<file path="config.mk">
export PLATFORM = sky130hd
export DESIGN_NAME = xor_check_byte_stuff_framer_core_flat
export DESIGN_NICKNAME = d
export VERILOG_FILES = /design/src/hdl/xcbsf_pkg.sv /design/src/hdl/xcbsf_if.sv /design/src/hdl/xor_check_byte_stuff_framer_core.sv /design/src/flat_wrapper.sv
export VERILOG_INCLUDE_DIRS = /design/src /design/src/hdl
export SDC_FILE = /design/constraint.sdc
export NUM_CORES = 1
export LEC_CHECK = 0
export BUFFER_PORTS_ARGS = -buffer_cell sky130_fd_sc_hd__clkbuf_2
export CAP_MARGIN = 10
export CORE_MARGIN = 3
export CORE_UTILIZATION = 29
export CTS_CLUSTER_SIZE = 24
export DETAILED_ROUTE_END_ITERATION = 8
export HOLD_SLACK_MARGIN = 0.1
export SLEW_MARGIN = 20
export SYNTH_ARGS = -nofsm -noshare
export SYNTH_HDL_FRONTEND = slang
export SYNTH_SLANG_ARGS = --single-unit
</file>
<file path="constraint.sdc">
create_clock -name clk -period 4.1 [get_ports clk]
set_input_delay 0.615 -clock clk [delete_from_list [all_inputs] [get_ports clk]]
set_output_delay 0.615 -clock clk [all_outputs]
set_load 0.03 [all_outputs]
</file>
<file path="src/hdl/xor_check_byte_stuff_framer_core_assert.svh">
// assertion macros for the byte stuffing framer
`ifndef XOR_CHECK_BYTE_STUFF_FRAMER_CORE_ASSERT_SVH
`define XOR_CHECK_BYTE_STUFF_FRAMER_CORE_ASSERT_SVH

// condition implies consequence in the same cycle
`define XCBSF_ASSERT_IMP(label, ante, cons) \
  label: assert property (@(posedge clk) disable iff (!rst_n) (ante) |-> (cons)) \
    else $error("framer assertion failed");

// condition implies consequence in the next cycle
`define XCBSF_ASSERT_NXT(label, ante, cons) \
  label: assert property (@(posedge clk) disable iff (!rst_n) (ante) |=> (cons)) \
    else $error("framer assertion failed");

`endif

</file>
<file path="src/hdl/xcbsf_pkg.sv">
// shared types and constants for the byte stuffing framer
`timescale 1ns / 1ps

package xcbsf_pkg;

  // configuration register indexes
  typedef enum logic [2:0] {
    CFG_HEADER    = 3'd0,
    CFG_TAIL      = 3'd1,
    CFG_ESC5E_1ST = 3'd2,
    CFG_ESC5E_2ND = 3'd3,
    CFG_ESC7E_1ST = 3'd4,
    CFG_ESC7E_2ND = 3'd5
  } cfg_idx_t;

  localparam int unsigned CFG_IDX_W = 3;
  localparam int unsigned BYTE_W    = 8;

  // byte values that get escaped
  localparam logic [BYTE_W-1:0] ESC_VAL_5E = 8'h5e;
  localparam logic [BYTE_W-1:0] ESC_VAL_7E = 8'h7e;

  // register reset values
  localparam logic [BYTE_W-1:0] RST_HEADER    = 8'h7e;
  localparam logic [BYTE_W-1:0] RST_TAIL      = 8'h7e;
  localparam logic [BYTE_W-1:0] RST_ESC5E_1ST = 8'h5e;
  localparam logic [BYTE_W-1:0] RST_ESC5E_2ND = 8'h5d;
  localparam logic [BYTE_W-1:0] RST_ESC7E_1ST = 8'h5e;
  localparam logic [BYTE_W-1:0] RST_ESC7E_2ND = 8'h7d;

  // most output beats one input beat can cause, and index width
  localparam int unsigned MAX_OUT = 6;
  localparam int unsigned POS_W   = 3;

  typedef logic [BYTE_W-1:0] byte_t;
  typedef byte_t [MAX_OUT-1:0] out_list_t;

endpackage

</file>
<file path="src/hdl/xcbsf_if.sv">
// stream interfaces for the framer input and output channels
`timescale 1ns / 1ps

interface xcbsf_in_if;
  logic       valid;
  logic       ready;
  logic [7:0] data_byte;
  logic       last_byte;

  modport source (output valid, output data_byte, output last_byte, input ready);
  modport sink (input valid, input data_byte, input last_byte, output ready);
endinterface

interface xcbsf_out_if;
  logic       valid;
  logic       ready;
  logic [7:0] out_byte;
  logic       run_last;
  logic       frame_end;

  modport source (output valid, output out_byte, output run_last, output frame_end,
                  input ready);
  modport sink (input valid, input out_byte, input run_last, input frame_end,
                output ready);
endinterface

</file>
<file path="src/hdl/xor_check_byte_stuff_framer_core.sv">
// byte stuffing framer with header, xor check byte and tail
// Usage:
//   in_ch takes one payload byte per beat, last_byte marks the frame's final byte.
//   out_ch gives the framed stream one byte per beat: header before the first
//   payload byte, each payload byte escaped (0x5e and 0x7e become configured
//   pairs), and after the final byte the escaped xor check byte and the tail.
//   run_last flags the final output beat caused by an input beat, frame_end the tail.
//   cfg_we/cfg_index/cfg_wdata write the six byte registers; write only when idle.
// Path: an accepted beat's results are expanded into a list register, then
//   sent through an output register.
// Throughput: one output byte per cycle while out_ch.ready is high; a beat that makes
//   N output bytes (1 to 6) holds the port for N bytes, so plain bytes flow one per
//   cycle and escaped bytes go out as pairs. The single output port sets the rate.
// Reset: rst_n is synchronous, active low; the frame state, check byte and both
//   registers empty out, and the configuration returns to its default values.
// Stall: while out_ch.ready is low the output register holds its beat, the list
//   register fills and in_ch.ready drops until the list drains.
`timescale 1ns / 1ps

`include "xor_check_byte_stuff_framer_core_assert.svh"

module xor_check_byte_stuff_framer_core (
  input  logic                            clk,
  input  logic                            rst_n,
  xcbsf_in_if.sink                        in_ch,
  xcbsf_out_if.source                     out_ch,
  input  logic                            cfg_we,
  input  logic [xcbsf_pkg::CFG_IDX_W-1:0] cfg_index,
  input  logic [xcbsf_pkg::BYTE_W-1:0]    cfg_wdata
);
  import xcbsf_pkg::*;

  // configuration registers
  byte_t header_r, tail_r, esc5e_a_r, esc5e_b_r, esc7e_a_r, esc7e_b_r;

  // frame state
  byte_t check_r;
  logic  in_frame_r;

  // list register holding one beat's expanded output
  out_list_t        list_r;
  logic             list_vld_r;
  logic [POS_W-1:0] pos_r;
  logic [POS_W-1:0] cnt_m1_r;
  logic             list_end_r;

  // output register
  byte_t out_byte_r;
  logic  out_vld_r, out_run_last_r, out_frame_end_r;

  // comb
  out_list_t        list_nxt;
  logic [POS_W-1:0] n_nxt;
  byte_t            chk_nxt;
  logic             in_acc, out_load, list_done, item_last;

  assign in_acc    = in_ch.valid && in_ch.ready;
  assign out_load  = list_vld_r && (!out_vld_r || out_ch.ready);
  assign list_done = out_load && (pos_r == cnt_m1_r);
  assign item_last = (pos_r == cnt_m1_r);

  assign in_ch.ready      = !list_vld_r || list_done;
  assign out_ch.valid     = out_vld_r;
  assign out_ch.out_byte  = out_byte_r;
  assign out_ch.run_last  = out_run_last_r;
  assign out_ch.frame_end = out_frame_end_r;

  // configuration writes, out of range indexes ignored
  always_ff @(posedge clk) begin
    if (!rst_n) begin
      header_r  <= RST_HEADER;
      tail_r    <= RST_TAIL;
      esc5e_a_r <= RST_ESC5E_1ST;
      esc5e_b_r <= RST_ESC5E_2ND;
      esc7e_a_r <= RST_ESC7E_1ST;
      esc7e_b_r <= RST_ESC7E_2ND;
    end else if (cfg_we) begin
      unique case (cfg_idx_t'(cfg_index))
        CFG_HEADER:    header_r  <= cfg_wdata;
        CFG_TAIL:      tail_r    <= cfg_wdata;
        CFG_ESC5E_1ST: esc5e_a_r <= cfg_wdata;
        CFG_ESC5E_2ND: esc5e_b_r <= cfg_wdata;
        CFG_ESC7E_1ST: esc7e_a_r <= cfg_wdata;
        CFG_ESC7E_2ND: esc7e_b_r <= cfg_wdata;
        default: ;
      endcase
    end
  end

  // expand one input beat into its output byte list
  always_comb begin
    list_nxt = '0;
    n_nxt    = '0;
    chk_nxt  = check_r ^ in_ch.data_byte;
    if (!in_frame_r) begin
      list_nxt[n_nxt] = header_r;
      n_nxt = n_nxt + 3'd1;
    end
    // escaped payload byte
    if (in_ch.data_byte == ESC_VAL_5E) begin
      list_nxt[n_nxt]        = esc5e_a_r;
      list_nxt[n_nxt + 3'd1] = esc5e_b_r;
      n_nxt = n_nxt + 3'd2;
    end else if (in_ch.data_byte == ESC_VAL_7E) begin
      list_nxt[n_nxt]        = esc7e_a_r;
      list_nxt[n_nxt + 3'd1] = esc7e_b_r;
      n_nxt = n_nxt + 3'd2;
    end else begin
      list_nxt[n_nxt] = in_ch.data_byte;
      n_nxt = n_nxt + 3'd1;
    end
    // escaped check byte and tail on the final byte
    if (in_ch.last_byte) begin
      if (chk_nxt == ESC_VAL_5E) begin
        list_nxt[n_nxt]        = esc5e_a_r;
        list_nxt[n_nxt + 3'd1] = esc5e_b_r;
        n_nxt = n_nxt + 3'd2;
      end else if (chk_nxt == ESC_VAL_7E) begin
        list_nxt[n_nxt]        = esc7e_a_r;
        list_nxt[n_nxt + 3'd1] = esc7e_b_r;
        n_nxt = n_nxt + 3'd2;
      end else begin
        list_nxt[n_nxt] = chk_nxt;
        n_nxt = n_nxt + 3'd1;
      end
      list_nxt[n_nxt] = tail_r;
      n_nxt = n_nxt + 3'd1;
    end
  end

  // frame state update on accepted beat
  always_ff @(posedge clk) begin
    if (!rst_n) begin
      check_r    <= '0;
      in_frame_r <= 1'b0;
    end else if (in_acc) begin
      check_r    <= in_ch.last_byte ? '0 : chk_nxt;
      in_frame_r <= !in_ch.last_byte;
    end
  end

  // list register control
  always_ff @(posedge clk) begin
    if (!rst_n) begin
      list_vld_r <= 1'b0;
      pos_r      <= '0;
    end else if (in_acc) begin
      list_vld_r <= 1'b1;
      pos_r      <= '0;
    end else if (list_done) begin
      list_vld_r <= 1'b0;
      pos_r      <= '0;
    end else if (out_load) begin
      pos_r <= pos_r + 3'd1;
    end
  end

  // list payload
  always_ff @(posedge clk) begin
    if (in_acc) begin
      list_r     <= list_nxt;
      cnt_m1_r   <= n_nxt - 3'd1;
      list_end_r <= in_ch.last_byte;
    end
  end

  // output register control
  always_ff @(posedge clk) begin
    if (!rst_n) begin
      out_vld_r <= 1'b0;
    end else if (out_load) begin
      out_vld_r <= 1'b1;
    end else if (out_ch.ready) begin
      out_vld_r <= 1'b0;
    end
  end

  // output payload
  always_ff @(posedge clk) begin
    if (out_load) begin
      out_byte_r      <= list_r[pos_r];
      out_run_last_r  <= item_last;
      out_frame_end_r <= item_last && list_end_r;
    end
  end

  // checks
  `XCBSF_ASSERT_IMP(a_tail_ends_beat, out_ch.valid && out_ch.frame_end, out_ch.run_last)
  `XCBSF_ASSERT_IMP(a_pos_in_range, list_vld_r, pos_r <= cnt_m1_r)
  `XCBSF_ASSERT_NXT(a_list_held, list_vld_r && !out_load, list_vld_r && $stable(pos_r))
  `XCBSF_ASSERT_NXT(a_frame_closed, in_acc && in_ch.last_byte, !in_frame_r && check_r == '0)

endmodule
</file>
<file path="src/flat_wrapper.sv">
// flat-port wrapper written by rule: the top's interface ports become plain ports
module xor_check_byte_stuff_framer_core_flat import xcbsf_pkg::*;
  (clk, rst_n, cfg_we, cfg_index, cfg_wdata, in_ch_valid, in_ch_data_byte, in_ch_last_byte, in_ch_ready, out_ch_valid, out_ch_out_byte, out_ch_run_last, out_ch_frame_end, out_ch_ready);
  xcbsf_in_if in_ch_i ();
  xcbsf_out_if out_ch_i ();
  input  logic clk;
  input  logic rst_n;
  input  logic cfg_we;
  input  logic [xcbsf_pkg::CFG_IDX_W-1:0] cfg_index;
  input  logic [xcbsf_pkg::BYTE_W-1:0] cfg_wdata;
  input wire logic [$bits(in_ch_i.valid)-1:0] in_ch_valid;
  input wire logic [$bits(in_ch_i.data_byte)-1:0] in_ch_data_byte;
  input wire logic [$bits(in_ch_i.last_byte)-1:0] in_ch_last_byte;
  output wire logic [$bits(in_ch_i.ready)-1:0] in_ch_ready;
  output wire logic [$bits(out_ch_i.valid)-1:0] out_ch_valid;
  output wire logic [$bits(out_ch_i.out_byte)-1:0] out_ch_out_byte;
  output wire logic [$bits(out_ch_i.run_last)-1:0] out_ch_run_last;
  output wire logic [$bits(out_ch_i.frame_end)-1:0] out_ch_frame_end;
  input wire logic [$bits(out_ch_i.ready)-1:0] out_ch_ready;
  assign in_ch_i.valid = in_ch_valid;
  assign in_ch_i.data_byte = in_ch_data_byte;
  assign in_ch_i.last_byte = in_ch_last_byte;
  assign in_ch_ready = in_ch_i.ready;
  assign out_ch_valid = out_ch_i.valid;
  assign out_ch_out_byte = out_ch_i.out_byte;
  assign out_ch_run_last = out_ch_i.run_last;
  assign out_ch_frame_end = out_ch_i.frame_end;
  assign out_ch_i.ready = out_ch_ready;
  xor_check_byte_stuff_framer_core u_core (.clk(clk), .rst_n(rst_n), .in_ch(in_ch_i), .out_ch(out_ch_i), .cfg_we(cfg_we), .cfg_index(cfg_index), .cfg_wdata(cfg_wdata));
endmodule
</file>
* Word-level counts from Yosys, hierarchy flattened *
Cells that the tools add are included.

operators by class
  bitwise logic cells = 2
  $lt $le $gt $ge = 11
  reductions and logical operators = 24
  $add $sub $neg = 7
  eq/ne operators = 10
  muxes and demuxes = 42

operators by type and width
  kind                 count
  $bwmux 48            11
  $mux 48              6
  $demux 8 s3          5
  $mux 8               8
  $eq 8x7->1 const B   4
  $bmux 8 s3           1
  $lt 3x4->1 const B   5
  $mux 3               6
  $ge 3x1->1 const B   4
  $reduce_and 2->1     6
  $add 3x1->3 const B  3
  $logic_and 1x1->1    9
  $xor 8x8->8          1
  $eq 3x2->1 const B   2
  $eq 3x3->1 const B   2
  $mux 1               5
  $lt 1x4->1 const B   1
  $reduce_bool 2->1    2
  $add 1x2->3 const B  1
  $add 3x2->3 const B  1
  $eq 3x1->1 const B   1
  $eq 3x3->1           1
  $logic_not 1->1      3
  $logic_not 3->1      1
  other kinds (6)      7

word-level totals
  input bits = 25
  flip-flop bits (word level) = 124
  output and inout port bits = 12
  logic and storage cells = 118

* Depth between registers and ports, before layout *
  depth after elaboration = 16
  depth in mapped cells = 16
  depth with buffers taken out = 14

* Worst setup path after synthesis *
OpenSTA, ideal clock, no wires.

  path kind = input to register
  from = in in_ch_data_byte[5]
  to = reg u_core.list_r[14] (netlist bit) (data pin)
  arrival = 3.747 ns
  data required time = 3.831 ns
  setup time = 0.269 ns
  buffers on the path = 5
  setup slack = 0.084 ns
  stages on the path = 16
  cells stage by stage = buf_2 -> clkbuf_1 -> buf_1 -> clkbuf_1 -> nand2_1 -> ha_1 -> a21oi_1 -> inv_1 -> ha_1 -> clkbuf_1 -> o311ai_0 -> nand2_1 -> nand2_1 -> nand2_1 -> a221oi_1 -> o22ai_1

RTL lines
  what                  RTL line                                 text
  start, declared       flat_wrapper.sv:12                       input wire logic [$bits(in_ch_i.data_byte)-1:0] in_ch_data_byte;
  end signal, assigned  xor_check_byte_stuff_framer_core.sv:161  list_r <= list_nxt;
  end, declared         xor_check_byte_stuff_framer_core.sv:41   out_list_t list_r;

* Final worst setup path *
  from = in in_ch_data_byte[2]
  to = reg u_core.cnt_m1_r[2] (data pin)

on the way
  longest elaborated chain between the ends = 10
  elaborated cells between the ends (all ways) = 15
  those cells by class = add/sub: 4; eq/ne: 4; mux: 6; bitwise: 1

ends and longest elaborated chain
  what                                        RTL line                                                                                                                   text
  $eq 8x7->1                                  xor_check_byte_stuff_framer_core.sv:104                                                                                    end else if (in_ch.data_byte == ESC_VAL_7E) begin
  $mux 3                                      xor_check_byte_stuff_framer_core.sv:104
  $mux 3                                      xor_check_byte_stuff_framer_core.sv:100                                                                                    if (in_ch.data_byte == ESC_VAL_5E) begin
  $add 3x1->3 or $add 3x2->3 (tied branches)  xor_check_byte_stuff_framer_core.sv:124, xor_check_byte_stuff_framer_core.sv:117, xor_check_byte_stuff_framer_core.sv:121
  $mux 3                                      xor_check_byte_stuff_framer_core.sv:118                                                                                    end else if (chk_nxt == ESC_VAL_7E) begin
  $mux 3                                      xor_check_byte_stuff_framer_core.sv:114                                                                                    if (chk_nxt == ESC_VAL_5E) begin
  $mux 3                                      xor_check_byte_stuff_framer_core.sv:113                                                                                    if (in_ch.last_byte) begin
  $add 3x1->3                                 xor_check_byte_stuff_framer_core.sv:127                                                                                    n_nxt = n_nxt + 3'd1;
  $mux 3 *                                    xor_check_byte_stuff_framer_core.sv:113
  $sub 3x1->3 *                               xor_check_byte_stuff_framer_core.sv:162                                                                                    cnt_m1_r <= n_nxt - 3'd1;
  end signal, assigned                        xor_check_byte_stuff_framer_core.sv:162
  end, declared                               xor_check_byte_stuff_framer_core.sv:44                                                                                     logic [POS_W-1:0] cnt_m1_r;

Mark *: on every way between the ends. The rest lies on a longest branch, timed or not. The select of a mux whose other input is x is not followed.
A chain may end at the register's enable or synchronous reset.

==> summary.txt <==
Cells and area
  – Ant. Diodes: 0
  – NumNets Final: ~1,000
  – Max FFs per register: 48
  – Final Util: about 34%
  – Cell Count, Final, Fillers Out: approximately 1,400
  – Register with the most flip-flops: u_core.list_r
  – Fraction of layout cells with a size suffix above 1: between 10% and 20%
  – Area delta synth->final: 15.7%

Clocking
  – Inserted Clock Buffers: 17
  – Maximum clock path buffer count: 2
  – # hold bufs at CTS: 0
  – Clk slew on worst S/H paths: ~0.060 ns
  – Number of H-tree levels: 4
  – CTS resizes: 0
  – CTS tree: done
  – Clk Latency, worst-skew pair: 0.42 ns
  – Clk sinks: 124
  – Root buf cell: clkbuf_16
  – # Post-CTS Setup Buffers: 0

Global routing
  – First-pass GRT wire length: between 40,000 and 50,000 um
  – Vias in the first global route: just over 7,000
  – Gr usage total: between 10% and 20%
  – Total grt overflow: 0
  – Pin count of the biggest net entering global routing: 61
  – Initial antenna violation count: 0

Route
  – Residual DRC: 0
  – Vias post-DR: 7,660
  – Drt via density: about 5.5
  – Routed Antenna Nets: 0
  – Drt pass-1 iters: 6
  – DRC marker count from the first detailed-route iteration: approximately 860
  – Routed wire length per instance: 19.3 um
  – DRT Wirelength: 27,000 um

Synthesis
  – EDFF count, synth: 62
  – Syn nets: between 1,000 and 1,500
  – Predominant post-synthesis flop cell: edfxtp_1
  – Post-synthesis cell count: a little under 1,000
  – Syn. warnings: 0
  – Synthesized flop and latch total: 124
  – Async set-reset flop share out of synthesis: 0%
  – Synthesized area per cell: about 8.4 um^2
  – Yosys cell types: 72
  – Sequential cell area fraction in the yosys report: between 30 and 40%
  – Syn Std Cell Area: 8220 um^2

Critical path
  – CP max FO: 6
  – Critical Path AT: 3.76 ns
  – CP required: 4.27 ns
  – FF-to-FF path depth: 12
  – Crit path capture type: flip-flop
  – Reg2Reg Launch Point: u_core.in_frame_r$_SDFFE_PN0P_
  – WS Path Type: in2reg
  – RR Endpoint: u_core.cnt_m1_r[2]$_DFFE_PP_
  – Crit start category: input pin
  – Worst R2R Setup Slack: around 0.6 ns

Timing
  – Post-Route Setup TNS: 0 ns
  – RSZ-0062 raised after global routing: no
  – Final Skew: about 0.011 ns
  – Worst-margin pin slew: 0.944 ns
  – Final slew viol count: 0
  – Worst hold slack: 0.475 ns
  – Post-layout minimum cycle time: 3.59 ns
  – Final Hold Vio Count: 0
  – Final setup violating endpoints: 0
  – FMAX: 278 MHz
  – Fin crit share: between 80 and 90%
  – Relative slew margins: a little over a third

Power
  – Leak Pwr: between 3 and 4 nW
  – VDD IR max: approximately 0.25 mV
  – PD cells: between 300 and 400 nW/um^2

Status
  – Status: complete, no violations

Hold path
  – Hold Path Sink: u_core.list_vld_r$_SDFFE_PN0P_
  – Hold Crit Depth: 3
  – Worst min path class: in2reg
  – Worst hold start: in_ch_valid

Floorplan
  – Die Area: 30,400 um^2
  – Initial Util: ~30%
  – Die span in y: 174 um
  – I/O pin cnt: 37
  – CORE AREA: around 28,000 um^2
  – Die width: around 170 um
  – Placement Rows: 61

Place
  – DP Cell Count: about 1,400
  – GP Congestion: roughly 1
  – PortBufs: 36
  – Post-DP HPWL: roughly 20,000 um

Flow run
  – Max-cap violations: 0
[cells in the final DEF (no fill, tap or decap), drive strengths merged, types with 5 or more instances in the layout]
cell and count:
ha 10, a31oi 18, clkbuf 56, nor2 65, mux2i 49, nand2b 16, buf 37, o22ai 15
o311ai 6, or3 6, dfxtp 62, a21oi 56, and2 7, clkinv 6, edfxtp 62, inv 29
a211oi 14, nor2b 17, o221ai 7, xor2 10, a221oi 19, nand3 49, o31ai 7, a22oi 5
nand2 187, a32oi 5, xnor2 13, mux2 17, a21boi 18, o21ai 68, o211ai 7, mux4 8
a21o 6, nor3 20
[worst max path at each step]
stage / depth (start not counted) / from / endpoint / slack (ns)
finish: 15 / in_ch_data_byte[2] / u_core.cnt_m1_r[2]$_DFFE_PP_ / 0.51
global route: 13 / in_ch_data_byte[1] / u_core.list_r[20]$_DFFE_PP_ / 0.31
CTS: 15 / in_ch_data_byte[2] / u_core.cnt_m1_r[2]$_DFFE_PP_ / 0.56
detailed placement: 15 / in_ch_data_byte[2] / u_core.cnt_m1_r[2]$_DFFE_PP_ / 0.15
global placement: 15 / in_ch_data_byte[2] / u_core.cnt_m1_r[2]$_DFFE_PP_ / 0.06
floorplan: 16 / in_ch_data_byte[5] / u_core.list_r[14]$_DFFE_PP_ / 0.08
[routing by layer]
| layer | wire, um | part of all wire [%] | global-route usage (%) |
|---|---|---|---|
| met1 | 12400 | 46 | 25.4 |
| met5 | 0 | 0 | 0 |
| met3 | 2410 | 8.9 | 4.43 |
| met4 | 465 | 1.7 | 4.16 |
| met2 | 11800 | 44 | 27.2 |
[worst max-delay path, stage by stage]
cell and delay, ns:
clkbuf_2 0.17, nand4b_1 0.19, nor3_1 0.30, nand2_1 0.13
ha_1 0.35, nand2_1 0.11, nor4_1 0.39, a32oi_1 0.12
and4_1 0.28, a21oi_2 0.24, inv_1 0.07, ha_1 0.29
mux2i_1 0.21, ha_1 0.20, xnor2_1 0.07
[cell families after synthesis]
family                   count (synthesis)  synth area share [%]
XOR/XNOR                                23                  2.54
buffers and inverters                   90                  4.43
adder cells (fa/ha/maj)                 10                  1.52
flip-flops                             124                  37.7
AO/OA/AOI/OAI                          272                  21.9
AND/OR/NAND/NOR                        386                  21.4
multiplexers                            74                  10.5
[stage by stage]
stage / power (mW) / instance area [um^2] / setup slack, ns
after floorplan: 1.90 / 8220 / 0.0839
after detailed placement: 2.12 / 8920 / 0.150
after global placement: 2.11 / 8920 / 0.0613
final: 3.59 / 9510 / 0.508
after CTS: 3.61 / 9510 / 0.558
after global routing: 3.75 / 9510 / 0.307
[where the power goes]
group | total (mW) | leakage [nW] | switching, mW | internal (mW)
registers | 1.44 | 1.10 | 0.0497 | 1.39
clock network | 1.49 | 0.272 | 0.539 | 0.950
logic | 0.661 | 2.14 | 0.426 | 0.235
total | 3.59 | 3.51 | 1.01 | 2.58
[area by class of cell]
cell class,count,area (um^2)
flip-flops and latches,124,3100
clock inverters,12,146
multi-input cells,765,4770
well taps,378,473
fillers,2874,18300
repair buffers,73,470
clock buffers,20,437
inverters,30,113
[cell usage after synthesis (all sizes together) (18+ instances only)]
cell | count | area share (%)
o21ai | 68 | 4.2
a21oi | 56 | 3.5
clkbuf | 42 | 1.9
a21boi | 18 | 1.6
mux2i | 49 | 6.0
a31oi | 18 | 1.4
dfxtp | 62 | 15
nand2 | 187 | 8.5
nand3 | 49 | 3.0
edfxtp | 62 | 23
buf | 18 | 1.1
inv | 28 | 1.3
nor3 | 20 | 1.4
nor2 | 65 | 3.3
a221oi | 19 | 2.0
Power figures use the tool's default switching activity.
